### src/rtl/rv32d_pkg.sv
package rv32d_pkg;

    // Major opcodes, instruction bits 6:2
    localparam logic [4:0] OPC_LOAD     = 5'h00;
    localparam logic [4:0] OPC_CUSTOM_0 = 5'h02;
    localparam logic [4:0] OPC_MISC_MEM = 5'h03;
    localparam logic [4:0] OPC_OP_IMM   = 5'h04;
    localparam logic [4:0] OPC_AUIPC    = 5'h05;
    localparam logic [4:0] OPC_STORE    = 5'h08;
    localparam logic [4:0] OPC_AMO      = 5'h0B;
    localparam logic [4:0] OPC_OP       = 5'h0C;
    localparam logic [4:0] OPC_LUI      = 5'h0D;
    localparam logic [4:0] OPC_BRANCH   = 5'h18;
    localparam logic [4:0] OPC_JALR     = 5'h19;
    localparam logic [4:0] OPC_JAL      = 5'h1B;
    localparam logic [4:0] OPC_SYSTEM   = 5'h1C;

    // Low two bits of every uncompressed instruction
    localparam logic [1:0]  LEN_32BIT = 2'b11;
    localparam logic [31:0] WORD_ONES = 32'hFFFF_FFFF;
    localparam logic [31:0] U_MASK    = 32'hFFFF_F000;

    typedef enum logic [2:0] {
        FMT_R = 3'd0,
        FMT_I = 3'd1,
        FMT_S = 3'd2,
        FMT_B = 3'd3,
        FMT_U = 3'd4,
        FMT_J = 3'd5
    } fmt_t;

    // Classifier status toward the immediate generator and result register
    typedef struct packed {
        logic illegal;
        fmt_t fmt;
    } fmt_info_t;

    // One decoded beat
    typedef struct packed {
        logic        illegal;
        fmt_t        fmt;
        logic [4:0]  major_opcode;
        logic [2:0]  funct3;
        logic [4:0]  funct5;
        logic [6:0]  funct7;
        logic [4:0]  rd;
        logic [4:0]  rs1;
        logic [4:0]  rs2;
        logic [31:0] imm;
    } result_t;

endpackage

### src/rtl/rv32_instruction_field_decoder.sv
// Path: an accepted input beat goes through the input register, then the result register, to the output.
// Throughput: one instruction per cycle while out_stall is low; the input register feeds a single pass
// of shallow decode logic into the result register; each stage loads when it is empty or its beat moves on.
// Reset: rst_n (asynchronous, active low) empties both stages; payload registers
// are not cleared.
module rv32_instruction_field_decoder (
    input  logic        clk,
    input  logic        rst_n,

    input  logic        in_valid,
    output logic        in_stall,
    input  logic [31:0] instruction_word,

    output logic        out_valid,
    input  logic        out_stall,
    output logic        illegal,
    output logic [2:0]  format_code,
    output logic [4:0]  major_opcode,
    output logic [2:0]  funct3_field,
    output logic [4:0]  funct5_field,
    output logic [6:0]  funct7_field,
    output logic [4:0]  dest_reg,
    output logic [4:0]  src_reg_a,
    output logic [4:0]  src_reg_b,
    output logic [31:0] immediate
);

    // Stage 1: captured instruction word
    logic        in_vld_reg;
    logic [31:0] word_reg;

    // Stage 2: decoded result
    logic                res_vld_reg;
    rv32d_pkg::result_t  res_reg;
    rv32d_pkg::result_t  res_next;

    rv32d_pkg::fmt_info_t info;
    logic [31:0]          imm;

    logic res_load;
    logic in_load;

    // The result register takes a new beat whenever it is empty or its beat
    // leaves this cycle. The input register follows: it loads when it is empty
    // or when its beat moves into the result register.
    assign res_load = !res_vld_reg || !out_stall;
    assign in_load  = !in_vld_reg || res_load;
    assign in_stall = !in_load;

    always_ff @(posedge clk or negedge rst_n)
    begin
        if (!rst_n)
        begin
            in_vld_reg <= 1'b0;
        end
        else if (in_load)
        begin
            in_vld_reg <= in_valid;
        end
    end

    always_ff @(posedge clk)
    begin
        if (in_load && in_valid)
        begin
            word_reg <= instruction_word;
        end
    end

    // Decode: classify the opcode, then pick the one immediate for that format
    rv32d_fmt_classify u_classify (
        .word (word_reg),
        .info (info)
    );

    rv32d_imm_gen u_imm_gen (
        .word (word_reg),
        .info (info),
        .imm  (imm)
    );

    // Raw slices pass through untouched, legal or not
    always_comb
    begin
        res_next.illegal      = info.illegal;
        res_next.fmt          = info.fmt;
        res_next.major_opcode = word_reg[6:2];
        res_next.funct3       = word_reg[14:12];
        res_next.funct5       = word_reg[31:27];
        res_next.funct7       = word_reg[31:25];
        res_next.rd           = word_reg[11:7];
        res_next.rs1          = word_reg[19:15];
        res_next.rs2          = word_reg[24:20];
        res_next.imm          = imm;
    end

    always_ff @(posedge clk or negedge rst_n)
    begin
        if (!rst_n)
        begin
            res_vld_reg <= 1'b0;
        end
        else if (res_load)
        begin
            res_vld_reg <= in_vld_reg;
        end
    end

    // Hold the result while stalled; advance only with a live beat behind it
    always_ff @(posedge clk)
    begin
        if (res_load && in_vld_reg)
        begin
            res_reg <= res_next;
        end
    end

    assign out_valid    = res_vld_reg;
    assign illegal      = res_reg.illegal;
    assign format_code  = res_reg.fmt;
    assign major_opcode = res_reg.major_opcode;
    assign funct3_field = res_reg.funct3;
    assign funct5_field = res_reg.funct5;
    assign funct7_field = res_reg.funct7;
    assign dest_reg     = res_reg.rd;
    assign src_reg_a    = res_reg.rs1;
    assign src_reg_b    = res_reg.rs2;
    assign immediate    = res_reg.imm;

    // A bad word reports R format and a zero immediate
    a_illegal_clears: assert property (@(posedge clk) disable iff (!rst_n)
        (out_valid && illegal) |-> (format_code == rv32d_pkg::FMT_R && immediate == 32'd0))
        else $error("illegal result with nonzero format or immediate");

    // R-type carries no immediate
    a_r_zero_imm: assert property (@(posedge clk) disable iff (!rst_n)
        (out_valid && format_code == rv32d_pkg::FMT_R) |-> (immediate == 32'd0))
        else $error("R-type result with nonzero immediate");

    // Branch and jump offsets are even, U immediates have a clear low part
    a_imm_low_bits: assert property (@(posedge clk) disable iff (!rst_n)
        (out_valid && (format_code == rv32d_pkg::FMT_B || format_code == rv32d_pkg::FMT_J))
        |-> (immediate[0] == 1'b0))
        else $error("odd branch or jump offset");

    a_u_low_zero: assert property (@(posedge clk) disable iff (!rst_n)
        (out_valid && format_code == rv32d_pkg::FMT_U) |-> (immediate[11:0] == 12'd0))
        else $error("U immediate with nonzero low bits");

    // An accepted beat lands in the input register on the next edge
    a_accept_fills: assert property (@(posedge clk) disable iff (!rst_n)
        (in_valid && !in_stall) |=> in_vld_reg)
        else $error("accepted beat lost at the input register");

endmodule

### src/rtl/rv32d_fmt_classify.sv
module rv32d_fmt_classify (
    input  logic [31:0]          word,
    output rv32d_pkg::fmt_info_t info
);

    rv32d_pkg::fmt_t fmt;
    logic            known;

    always_comb
    begin
        known = 1'b1;
        fmt   = rv32d_pkg::FMT_R;
        case (word[6:2])
            rv32d_pkg::OPC_OP, rv32d_pkg::OPC_CUSTOM_0, rv32d_pkg::OPC_AMO:
                fmt = rv32d_pkg::FMT_R;
            rv32d_pkg::OPC_LOAD, rv32d_pkg::OPC_OP_IMM, rv32d_pkg::OPC_JALR,
            rv32d_pkg::OPC_SYSTEM, rv32d_pkg::OPC_MISC_MEM:
                fmt = rv32d_pkg::FMT_I;
            rv32d_pkg::OPC_STORE:
                fmt = rv32d_pkg::FMT_S;
            rv32d_pkg::OPC_BRANCH:
                fmt = rv32d_pkg::FMT_B;
            rv32d_pkg::OPC_LUI, rv32d_pkg::OPC_AUIPC:
                fmt = rv32d_pkg::FMT_U;
            rv32d_pkg::OPC_JAL:
                fmt = rv32d_pkg::FMT_J;
            default:
                known = 1'b0;
        endcase
    end

    always_comb
    begin
        info.illegal = (word == 32'd0) || (word == rv32d_pkg::WORD_ONES)
                    || (word[1:0] != rv32d_pkg::LEN_32BIT) || !known;
        // Force R format on a bad word so the immediate drops to zero
        info.fmt     = info.illegal ? rv32d_pkg::FMT_R : fmt;
    end

endmodule

### src/rtl/rv32d_imm_gen.sv
module rv32d_imm_gen (
    input  logic [31:0]          word,
    input  rv32d_pkg::fmt_info_t info,
    output logic [31:0]          imm
);

    always_comb
    begin
        case (info.fmt)
            rv32d_pkg::FMT_I:
                imm = {{20{word[31]}}, word[31:20]};
            rv32d_pkg::FMT_S:
                imm = {{20{word[31]}}, word[31:25], word[11:7]};
            rv32d_pkg::FMT_B:
                imm = {{19{word[31]}}, word[31], word[7], word[30:25], word[11:8], 1'b0};
            rv32d_pkg::FMT_U:
                imm = word & rv32d_pkg::U_MASK;
            rv32d_pkg::FMT_J:
                imm = {{11{word[31]}}, word[31], word[19:12], word[20], word[30:21], 1'b0};
            default:
                imm = 32'd0;
        endcase
    end

endmodule
### config.mk
export PLATFORM = sky130hd
export DESIGN_NAME = rv32_instruction_field_decoder
export DESIGN_NICKNAME = d
export VERILOG_FILES = /design/src/rtl/rv32d_pkg.sv /design/src/rtl/rv32_instruction_field_decoder.sv /design/src/rtl/rv32d_fmt_classify.sv /design/src/rtl/rv32d_imm_gen.sv
export SDC_FILE = /design/constraint.sdc
export NUM_CORES = 1
export LEC_CHECK = 0
export ABC_CLOCK_PERIOD_IN_PS = 6850
export BUFFER_PORTS_ARGS = -buffer_cell sky130_fd_sc_hd__clkbuf_2
export CORE_MARGIN = 5
export CORE_UTILIZATION = 40
export CTS_CLUSTER_DIAMETER = 60
export DETAILED_ROUTE_END_ITERATION = 12
export SLEW_MARGIN = 10
export SYNTH_ARGS = -nofsm -noshare
export SYNTH_HDL_FRONTEND = slang
export SYNTH_SLANG_ARGS = --single-unit
### constraint.sdc
create_clock -name clk -period 6.85 [get_ports clk]
set_clock_uncertainty 0.05 [all_clocks]
set_input_delay 0.685 -clock clk [delete_from_list [all_inputs] [get_ports clk]]
set_output_delay 0.685 -clock clk [all_outputs]
set_load 0.02 [all_outputs]
Word-level counts from Yosys, hierarchy flattened
Index checks and enable logic that the tools add are counted.
{"block": "totals", "ff_bits": 105, "inputBits": 36, "out_inout_bits": 73, "elab_cells": 53}
{"block": "classes", "n_eq_ne": 19, "n_mux": 4, "n_reduce_logical": 17}
{"op": "$pmux 32 s5", "count": 1}
{"op": "$eq 32x32->1 const B", "count": 1}
{"op": "$logic_not 32->1", "count": 1}
{"op": "$eq 5x4->1 const B", "count": 4}
{"op": "$eq 5x5->1 const B", "count": 4}
{"op": "$pmux 3 s5", "count": 1}
{"op": "$reduce_or 13->1", "count": 1}
{"op": "$eq 5x2->1 const B", "count": 2}
{"op": "$eq 5x3->1 const B", "count": 2}
{"op": "$eq 3x2->1 const B", "count": 2}
{"op": "$eq 3x3->1 const B", "count": 2}
{"op": "$logic_not 1->1", "count": 5}
{"op": "$logic_not 5->1", "count": 1}
{"op": "$logic_or 1x1->1", "count": 5}
{"op": "$reduce_or 5->1", "count": 1}
{"op": "$eq 3x1->1 const B", "count": 1}
{"op": "$mux 3", "count": 1}
{"op": "$logic_and 1x1->1", "count": 2}
{"op": "$ne 2x2->1 const B", "count": 1}
{"op": "$reduce_or 2->1", "count": 1}
{"op": "$mux 1", "count": 1}

Longest topological paths before layout
Gate-level depths: netlist of the first run.
{"block": "depth", "ltp_word": 8, "depth_mapped": 7, "mapped_depth_nobuf": 4}

Modules after synthesis
A second synthesis of the first run with hierarchy kept.
{"block": "unflattened", "cells_unflattened": 202, "area_unflattened_um2": 3733.6}
{"module": "rv32_instruction_field_decoder", "instances": 1, "cells_each": 111, "area_per_inst_um2": 3072.9, "seq_area_each_um2": 2992.9}
{"module": "rv32d_imm_gen", "instances": 1, "cells_each": 70, "area_per_inst_um2": 531.8, "seq_area_each_um2": 0.0}
{"module": "rv32d_fmt_classify", "instances": 1, "cells_each": 21, "area_per_inst_um2": 128.9, "seq_area_each_um2": 0.0}

Least setup slack after synthesis of the first run
No wires, ideal clock.
{"block": "synth_timing", "path_type": "input port to flip-flop", "startpoint": "input port out_stall", "endpoint": "register res_reg, in the netlist dest_reg[0], enable pin", "setup_time_ns": 0.590, "arrival_ns": 5.497, "required_ns": 6.210, "setup_slack_ns": 0.713, "path_stages": 1, "n_path_buf": 0, "cell_sequence": "a21boi_0"}
{"block": "synth_between", "elab_chain_len": 3}
{"element": "start: declaration", "line_no": "rv32_instruction_field_decoder.sv:15", "rtl": "input logic out_stall,"}
{"element": "$logic_not 1->1", "line_no": "rv32_instruction_field_decoder.sv:46", "rtl": "assign res_load = !res_vld_reg || !out_stall;"}
{"element": "$logic_or 1x1->1", "line_no": "rv32_instruction_field_decoder.sv:46"}
{"element": "$logic_and 1x1->1", "line_no": "rv32_instruction_field_decoder.sv:112", "rtl": "if (res_load && in_vld_reg)"}
{"element": "end signal: assignment", "line_no": "rv32_instruction_field_decoder.sv:114", "rtl": "res_reg <= res_next;"}
{"element": "end: declaration", "line_no": "rv32_instruction_field_decoder.sv:34", "rtl": "rv32d_pkg::result_t res_reg;"}
Every way passes these cells.
A chain may end at the register's enable or synchronous reset.

Final worst setup path of the first run
{"block": "layout_timing", "startpoint": "register word_reg[2]", "endpoint": "register res_reg, in the netlist immediate[30] (data pin)"}
{"block": "layout_between", "elab_chain_len": 8, "elab_cells_between_ends": 31, "cone_classes": "18 x eq/ne; 4 x mux; 9 x reduce/logical"}
{"element": "start: declaration", "line_no": "rv32_instruction_field_decoder.sv:30", "rtl": "logic [31:0] word_reg;"}
{"element": "start signal: assignment", "line_no": "rv32_instruction_field_decoder.sv:66", "rtl": "word_reg <= instruction_word;"}
{"element": "$eq 5x4->1 (tied with other cells)", "line_no": "rv32d_fmt_classify.sv:13", "rtl": "case (word[6:2])"}
{"element": "$reduce_or 13->1 (no line)"}
{"element": "$mux 1", "line_no": "rv32d_fmt_classify.sv:13"}
{"element": "$logic_not 1->1", "line_no": "rv32d_fmt_classify.sv:35", "rtl": "|| (word[1:0] != rv32d_pkg::LEN_32BIT) || !known;"}
{"element": "$logic_or 1x1->1", "line_no": "rv32d_fmt_classify.sv:35"}
{"element": "$mux 3 *", "line_no": "rv32d_fmt_classify.sv:37", "rtl": "info.fmt = info.illegal ? rv32d_pkg::FMT_R : fmt;"}
{"element": "$eq 3x3->1 (tied with other cells)", "line_no": "rv32d_imm_gen.sv:9", "rtl": "case (info.fmt)"}
{"element": "$pmux 32 s5 *", "line_no": "rv32d_imm_gen.sv:9"}
{"element": "named net imm[30]", "line_no": "rv32_instruction_field_decoder.sv:38", "rtl": "logic [31:0] imm;"}
The timed path passes the listed nets; every way through them passes the cells marked *.

==> results of run 1 <==
-- cell type report --
| type | count | share of cell area (%) |
|---|---|---|
| clock buffers | 10 | 2.79 |
| repair buffers | 110 | 12.2 |
| flip-flops and latches | 100 | 65.5 |
| clock inverters | 6 | 1.07 |
| inverters | 2 | 0.164 |
| well taps | 129 | 3.53 |
| multi-input cells | 102 | 14.8 |
-- stage by stage --
step           cells  hold WS [ns]  setup WS, ns  power (mW)
2_1_floorplan    223         0.339         0.713       0.845
3_3_place_gp     443         0.392          4.61       0.888
3_5_place_dp     443         0.394          4.51       0.890
4_1_cts          459        0.0174          4.49        1.23
5_1_grt          459        0.0160          4.34        1.26
6_report         459        0.0367          4.43        1.22
-- layout by cell type (no fill, tap or decap), types with 2 or more instances in the layout --
master / synthesis / layout
a21oi_1: 25 / 25
a311oi_2: 8 / 8
and2_1: 7 / 6
buf_4: 9 / 2
clkbuf_2: 0 / 108
clkbuf_8: 0 / 9
clkinvlp_4: 0 / 2
dfrtp_1: 2 / 2
edfxtp_1: 98 / 98
inv_1: 2 / 2
mux2i_1: 2 / 2
nand2_1: 25 / 25
nand3_1: 7 / 7
nand3b_1: 2 / 2
nor2_1: 4 / 4
nor2b_1: 2 / 2
-- power by group through the flow --
stage | logic (mW) | clock network (mW) | registers, mW
after floorplan | 0.0541 | 0 | 0.791
after global placement | 0.130 | 0 | 0.758
after detailed placement | 0.132 | 0 | 0.758
after CTS | 0.132 | 0.354 | 0.745
after global routing | 0.140 | 0.374 | 0.750
final | 0.130 | 0.345 | 0.744
-- layer usage --
layer	global-route usage, %	wire length, um	vias up
li1	-	-	1050
met1	16.8	3090	1051
met2	21.5	3760	84
met3	3.78	552	9
met4	5.50	134	0
met5	0	0	-
-- path summary, 6_finish.rpt --
kind                       cells past startpoint   startpoint            end
max                                            4  word_reg[2]  immediate[30]
min                                            1        rst_n     in_vld_reg
max reg2reg                                    4  word_reg[2]  immediate[30]
min reg2reg                                    0  word_reg[9]    dest_reg[2]
max in group asynchronous                      1        rst_n      out_valid
min in group clk                               0  word_reg[9]    dest_reg[2]
-- critical path, stage by stage (launching register included) --
cell and delay (ns):
edfxtp_1 0.57, nor2_1 0.10, o311a_1 0.48, o21ai_1 0.79
a21oi_1 0.15
-- cells by family after synthesis --
| group | Yosys count |
|---|---|
| buffers and inverters | 21 |
| multiplexers | 2 |
| AND/OR/NAND/NOR | 55 |
| AO/OA/AOI/OAI | 44 |
| flip-flops | 100 |
| XOR/XNOR | 1 |
==> metrics.md, run 1 <==
| Metric | Value |
|---|---|
| Outcome | `complete, no violations` |
| Synth Flop Type | `edfxtp_1` |
| Final Max Slew Viols | `0` |
| First-pass GRT wire length | `about 11000 um` |
| Dpl cell area | `about 4400 um2` |
| Post-synthesis sequential area ratio | `between 70 and 80%` |
| Clock power frac | `about 28%` |
| Setup TNS Final | `0 ns` |
| Die Ht | `107 um` |
| Global route overflow | `0` |
| Nets | `361` |
| Mapped Cells | `223` |
| Synth Area in Compound Gates | `8.76%` |
| Sw frac | `a little over a quarter` |
| Yosys top cell area share | `77.5%` |
| R2R setup slack | `around 4.4 ns` |
| Dominant cells by area after synthesis | `edfxtp_1 (77%), a21oi_1 (3.3%), a311oi_2 (3.2%)` |
| Leakage power | `1.70 nW` |
| Tightest Pin Transition | `0.913 ns` |
| Post-Synth Simple-Gate Area | `approximately 8.0%` |
| Number of diodes | `0` |
| Post-route ant nets | `0` |
| H-Tree Depth | `3` |
| Die X | `107 um` |
| Initial antenna violation count | `0` |
| Vias in the first global route | `2234` |
| VDD IR max | `between 0.09 and 0.1 mV` |
| Multi-input logic area | `678 um2` |
| Pwr/cell area | `266 nW/um2` |
| Final setup fails | `0` |
| Die Area | `11500 um2` |
| Avg Inst Size Synth | `17.0 um2` |
| P&R area growth vs syn | `20.4%` |
| Final Cell Area | `around 4600 um2` |
| Register area | `around 3000 um2` |
| Max-Cap Viols | `0` |
| Adder-cell share of the synthesized area | `0%` |
| Initial Util | `41.1%` |
| Post-synth top cells | `edfxtp_1 (98), a21oi_1 (25), nand2_1 (25)` |
| Mux contribution to synthesized area | `0.527%` |
| Vias per Instance | `4.78` |
| Largest family of logic cells by synthesized area | `compound AO/OA/AOI/OAI gates` |
| Routed vias | `2194` |
| Tot GR Track Use | `13.3%` |
| Largest net degree at the start of global routing | `67` |
| Post-Synth XOR/XNOR Area | `less than 1%` |
| Post-layout min period | `2.42 ns` |
| Post-synthesis net count | `259` |
| CTS tree | `built` |
| Post-CTS sizing | `0` |
| DPL Wire Length | `4980 um` |
| DRT iter0 DRCs | `103` |
| Most common cell in the netlist | `edfxtp_1` |
| Synth Register Bits | `100` |
| Root Buffer | `clkbuf_8` |
| Post-synth ARST share | `2.00%` |
| Combinational Power Share | `between 10% and 20%` |
| Distinct cells, synth | `36` |
| Critical path endpoint category | `register` |
| Worst-path clk slew | `0.10 ns` |
| DRC errors left | `0` |
| Flop pwr share | `about three fifths` |
| Worst EP required | `6.88 ns` |
| Largest area contributor in the netlist | `edfxtp_1` |
| Skew-Pair Late Insertion Delay | `around 0.36 ns` |
| CTS sink count | `100` |
| Clock buffer depth | `2` |
| Crit path DAT | `2.46 ns` |
| Synth warnings | `0` |
| Post-synth EDFFs | `slightly below 100` |
| RSZ-0062 raised after global routing | `no` |
| Num CTS Buffers | `9` |
| Wire per inst | `16.4 um` |
| Worst Setup Path Type | `register to register` |
| IO Count | `roughly 110` |
| Row cnt | `35` |
| Synthesized cell area | `approximately 3800 um2` |
| Final Cycle Share | `about 35%` |
| Hold WC Path Type | `input pin to asynchronous set/reset pin` |
| Final Hold Fails | `0` |
| Pint | `~0.9 mW` |
| Gpl congestion | `0.731` |
| Critical path peak fanout | `11` |
| Hold Buf Count CTS | `0` |
| Max Clock Freq | `413 MHz` |
| Core Util, Final | `about half` |
| Final WL | `approximately 7500 um` |
| Setup bufs post-CTS | `0` |
| Psw | `0.322 mW` |
| Rel. slew slack | `between 30% and 40%` |
| Startpoint Class | `register` |
| Number of fillers in the final layout | `813` |
| CORE AREA | `9240 um2` |
| Layout cell share with drive strength beyond 1 | `42.1%` |
| DR pass1 iterations | `4` |
| Port bufs | `around 110` |
(Power assumes the default switching activity.)
==> run 2: changes to the inputs <==
- ABC_CLOCK_PERIOD_IN_PS: 6850 -> 2300
- clock period: 6.85 -> 2.3 ns (I/O delays scaled with it)
==> run 2 against run 1 <==
Net effect: clock power increased to 3.4 times the previous value; via count rose by 6.0%; maximum frequency increased by 18%; wire length increased by 2.7%; critical path depth up 2; die area is the same; critical path type unchanged; highest routed layer unchanged.
==> metrics.md, run 2 (synthesis gave the netlist of run 1 again) <==
| Metric | Value |
|---|---|
| Outcome | `complete, no violations` |
| Worst Setup Path Type | `register to register` |
| Commonest non-fill, non-tap cell in the layout | `clkbuf_2` |
| Gpl congestion | `0.727 (-0.57%)` |
| Final Cycle Share | `89.7% (+54 points)` |
| Rel. slew slack | `62.4% (+24 points)` |
| Post-route ant nets | `0 (unchanged)` |
| Pint | `2.84 mW (+220%)` |
| Global route overflow | `0 (unchanged)` |
| Buf/Inv on CP | `2 (+2)` |
| Vias in the first global route | `2393 (+7.1%)` |
| P&R area growth vs syn | `32.3%` |
| DRT iter0 DRCs | `98 (-4.9%)` |
| Setup TNS Final | `0 ns (unchanged)` |
| Startpoint Class | `register` |
| Setup bufs post-CTS | `0 (unchanged)` |
| Die X | `107 um (unchanged)` |
| Clock buffer depth | `2 (unchanged)` |
| Root Buffer | `clkbuf_8` |
| CP top delay family | `compound AO/OA/AOI/OAI gates` |
| Initial antenna violation count | `0 (unchanged)` |
| Slowest cell on crit path | `edfxtp_1` |
| IO Count | `109 (unchanged)` |
| VDD IR max | `0.326 mV (+240%)` |
| RSZ-0062 raised after global routing | `no` |
| Sw frac | `25.9% (-0.57 points)` |
| Clock power frac | `30.4% (+2.1 points)` |
| Critical path endpoint category | `register` |
| Register area | `2990 um2 (unchanged)` |
| Nets | `402 (+11%)` |
| Die Area | `11500 um2 (unchanged)` |
| Final setup fails | `0 (unchanged)` |
| Psw | `0.990 mW (+210%)` |
| Commonest non-fill, non-tap cells in the layout | `clkbuf_2 (108), edfxtp_1 (98), dlygate4sd3_1 (34), nand2_1 (25), a21oi_1 (25)` |
| DR pass1 iterations | `4 (unchanged)` |
| Initial Util | `41.1% (unchanged)` |
| Worst-path clk slew | `0.10 ns (about the same)` |
| Critical path peak fanout | `11 (unchanged)` |
| Leakage power | `1.90 nW (+12%)` |
| Largest net degree at the start of global routing | `67 (unchanged)` |
| Hold WC Path Type | `input pin to register` |
| Flop pwr share | `57.8% (-3.3 points)` |
| Max Clock Freq | `485 MHz (+18%)` |
| Layout cell share with drive strength beyond 1 | `39.6% (-2.5 points)` |
| Core Util, Final | `54.4% (+4.9 points)` |
| H-Tree Depth | `3 (unchanged)` |
| Max-Cap Viols | `0 (unchanged)` |
| CP peak stage delay | `0.59 ns (-0.20 ns)` |
| Cell mode on critical path | `buf_4` |
| Routed vias | `2325 (+6.0%)` |
| DPL Wire Length | `5190 um (+4.1%)` |
| CTS tree | `built` |
| CTS sink count | `100 (unchanged)` |
| Crit path cell chain | `nor2_1 > o311a_1 > buf_4 > o21ai_1 > buf_4 > a21oi_1` |
| Tot GR Track Use | `14.0% (+0.69 points)` |
| Post-layout min period | `2.06 ns (-0.361 ns)` |
| CORE AREA | `9240 um2 (unchanged)` |
| Final Hold Fails | `0 (unchanged)` |
| Tightest Pin Transition | `0.562 ns (-0.351 ns)` |
| Final WL | `7740 um (+2.7%)` |
| Worst EP required | `2.37 ns (-4.51 ns)` |
| Skew-Pair Late Insertion Delay | `0.37 ns (about the same)` |
| Port bufs | `108 (unchanged)` |
| Crit path DAT | `2.13 ns (-0.33 ns)` |
| Row cnt | `35 (unchanged)` |
| Final Max Slew Viols | `0 (unchanged)` |
| Vias per Instance | `4.65 (-2.7%)` |
| First-pass GRT wire length | `12200 um (+6.1%)` |
| Number of diodes | `0 (unchanged)` |
| Wire per inst | `15.5 um (-5.7%)` |
| Number of fillers in the final layout | `765 (-5.9%)` |
| Die Ht | `107 um (unchanged)` |
| Multi-input logic area | `683 um2 (+0.74%)` |
| DRC errors left | `0 (unchanged)` |
| Combinational Power Share | `11.8% (+1.1 points)` |
| Num CTS Buffers | `9 (unchanged)` |
| Pwr/cell area | `762 nW/um2 (+190%)` |
| Overall power | `3.83 mW (+210%)` |
run 2: layer usage:
layer / global-route usage, % / up-vias / share of wire (%)
met5: 0 / - / 0
met4: 6.40 / 0 / 2.2
met3: 3.30 / 16 / 5.5
met2: 23.8 / 67 / 52
met1: 16.8 / 1111 / 40
li1: - / 1131 / -
run 2: power by group through the flow:
stage | clock network (mW) | registers [mW] | logic [mW]
global placement | 0 | 2.25 | 0.409
floorplan | 0 | 2.34 | 0.163
CTS | 1.19 | 2.21 | 0.457
detailed placement | 0 | 2.26 | 0.412
global route | 1.27 | 2.23 | 0.487
finish | 1.16 | 2.21 | 0.451
run 2: what timing repair did:
item	4_1_cts	5_1_grt
gates resized for setup	0	1
setup endpoints to repair	0	7
hold buffers	33	1
endpoints found under the hold margin	34	1
run 2: worst paths after layout:
path	startpoint	end	slack, ns	depth (start not counted)
max in group asynchronous	rst_n	out_valid	1.99	2
worst min-delay path	out_stall	out_valid	0.09	2
worst max register to register	word_reg[2]	immediate[25]	0.24	6
worst max-delay path	word_reg[2]	immediate[25]	0.24	6
worst min register to register	word_reg[11]	dest_reg[4]	0.41	0
min in group asynchronous	rst_n	in_vld_reg	0.11	2
run 2: area by class of cell:
type	count	share of cell area, %
clock buffer	9	2.47
clock inverter	7	1.62
inverter	2	0.149
multi-input combinational	102	13.6
sequential	100	59.6
tap	129	3.21
timing repair buffer	151	19.4
run 2: metrics by stage:
step / cells / area (um2) / hold slack, ns / setup WS [ns]
finish: 500 / 5020 / 0.0852 / 0.237
global route: 500 / 5020 / 0.0887 / 0.104
CTS: 499 / 5010 / 0.0000245 / 0.240
detailed placement: 450 / 4470 / -0.0282 / 0.263
global placement: 450 / 4470 / -0.0332 / 0.301
floorplan: 223 / 3810 / -0.116 / 0.141
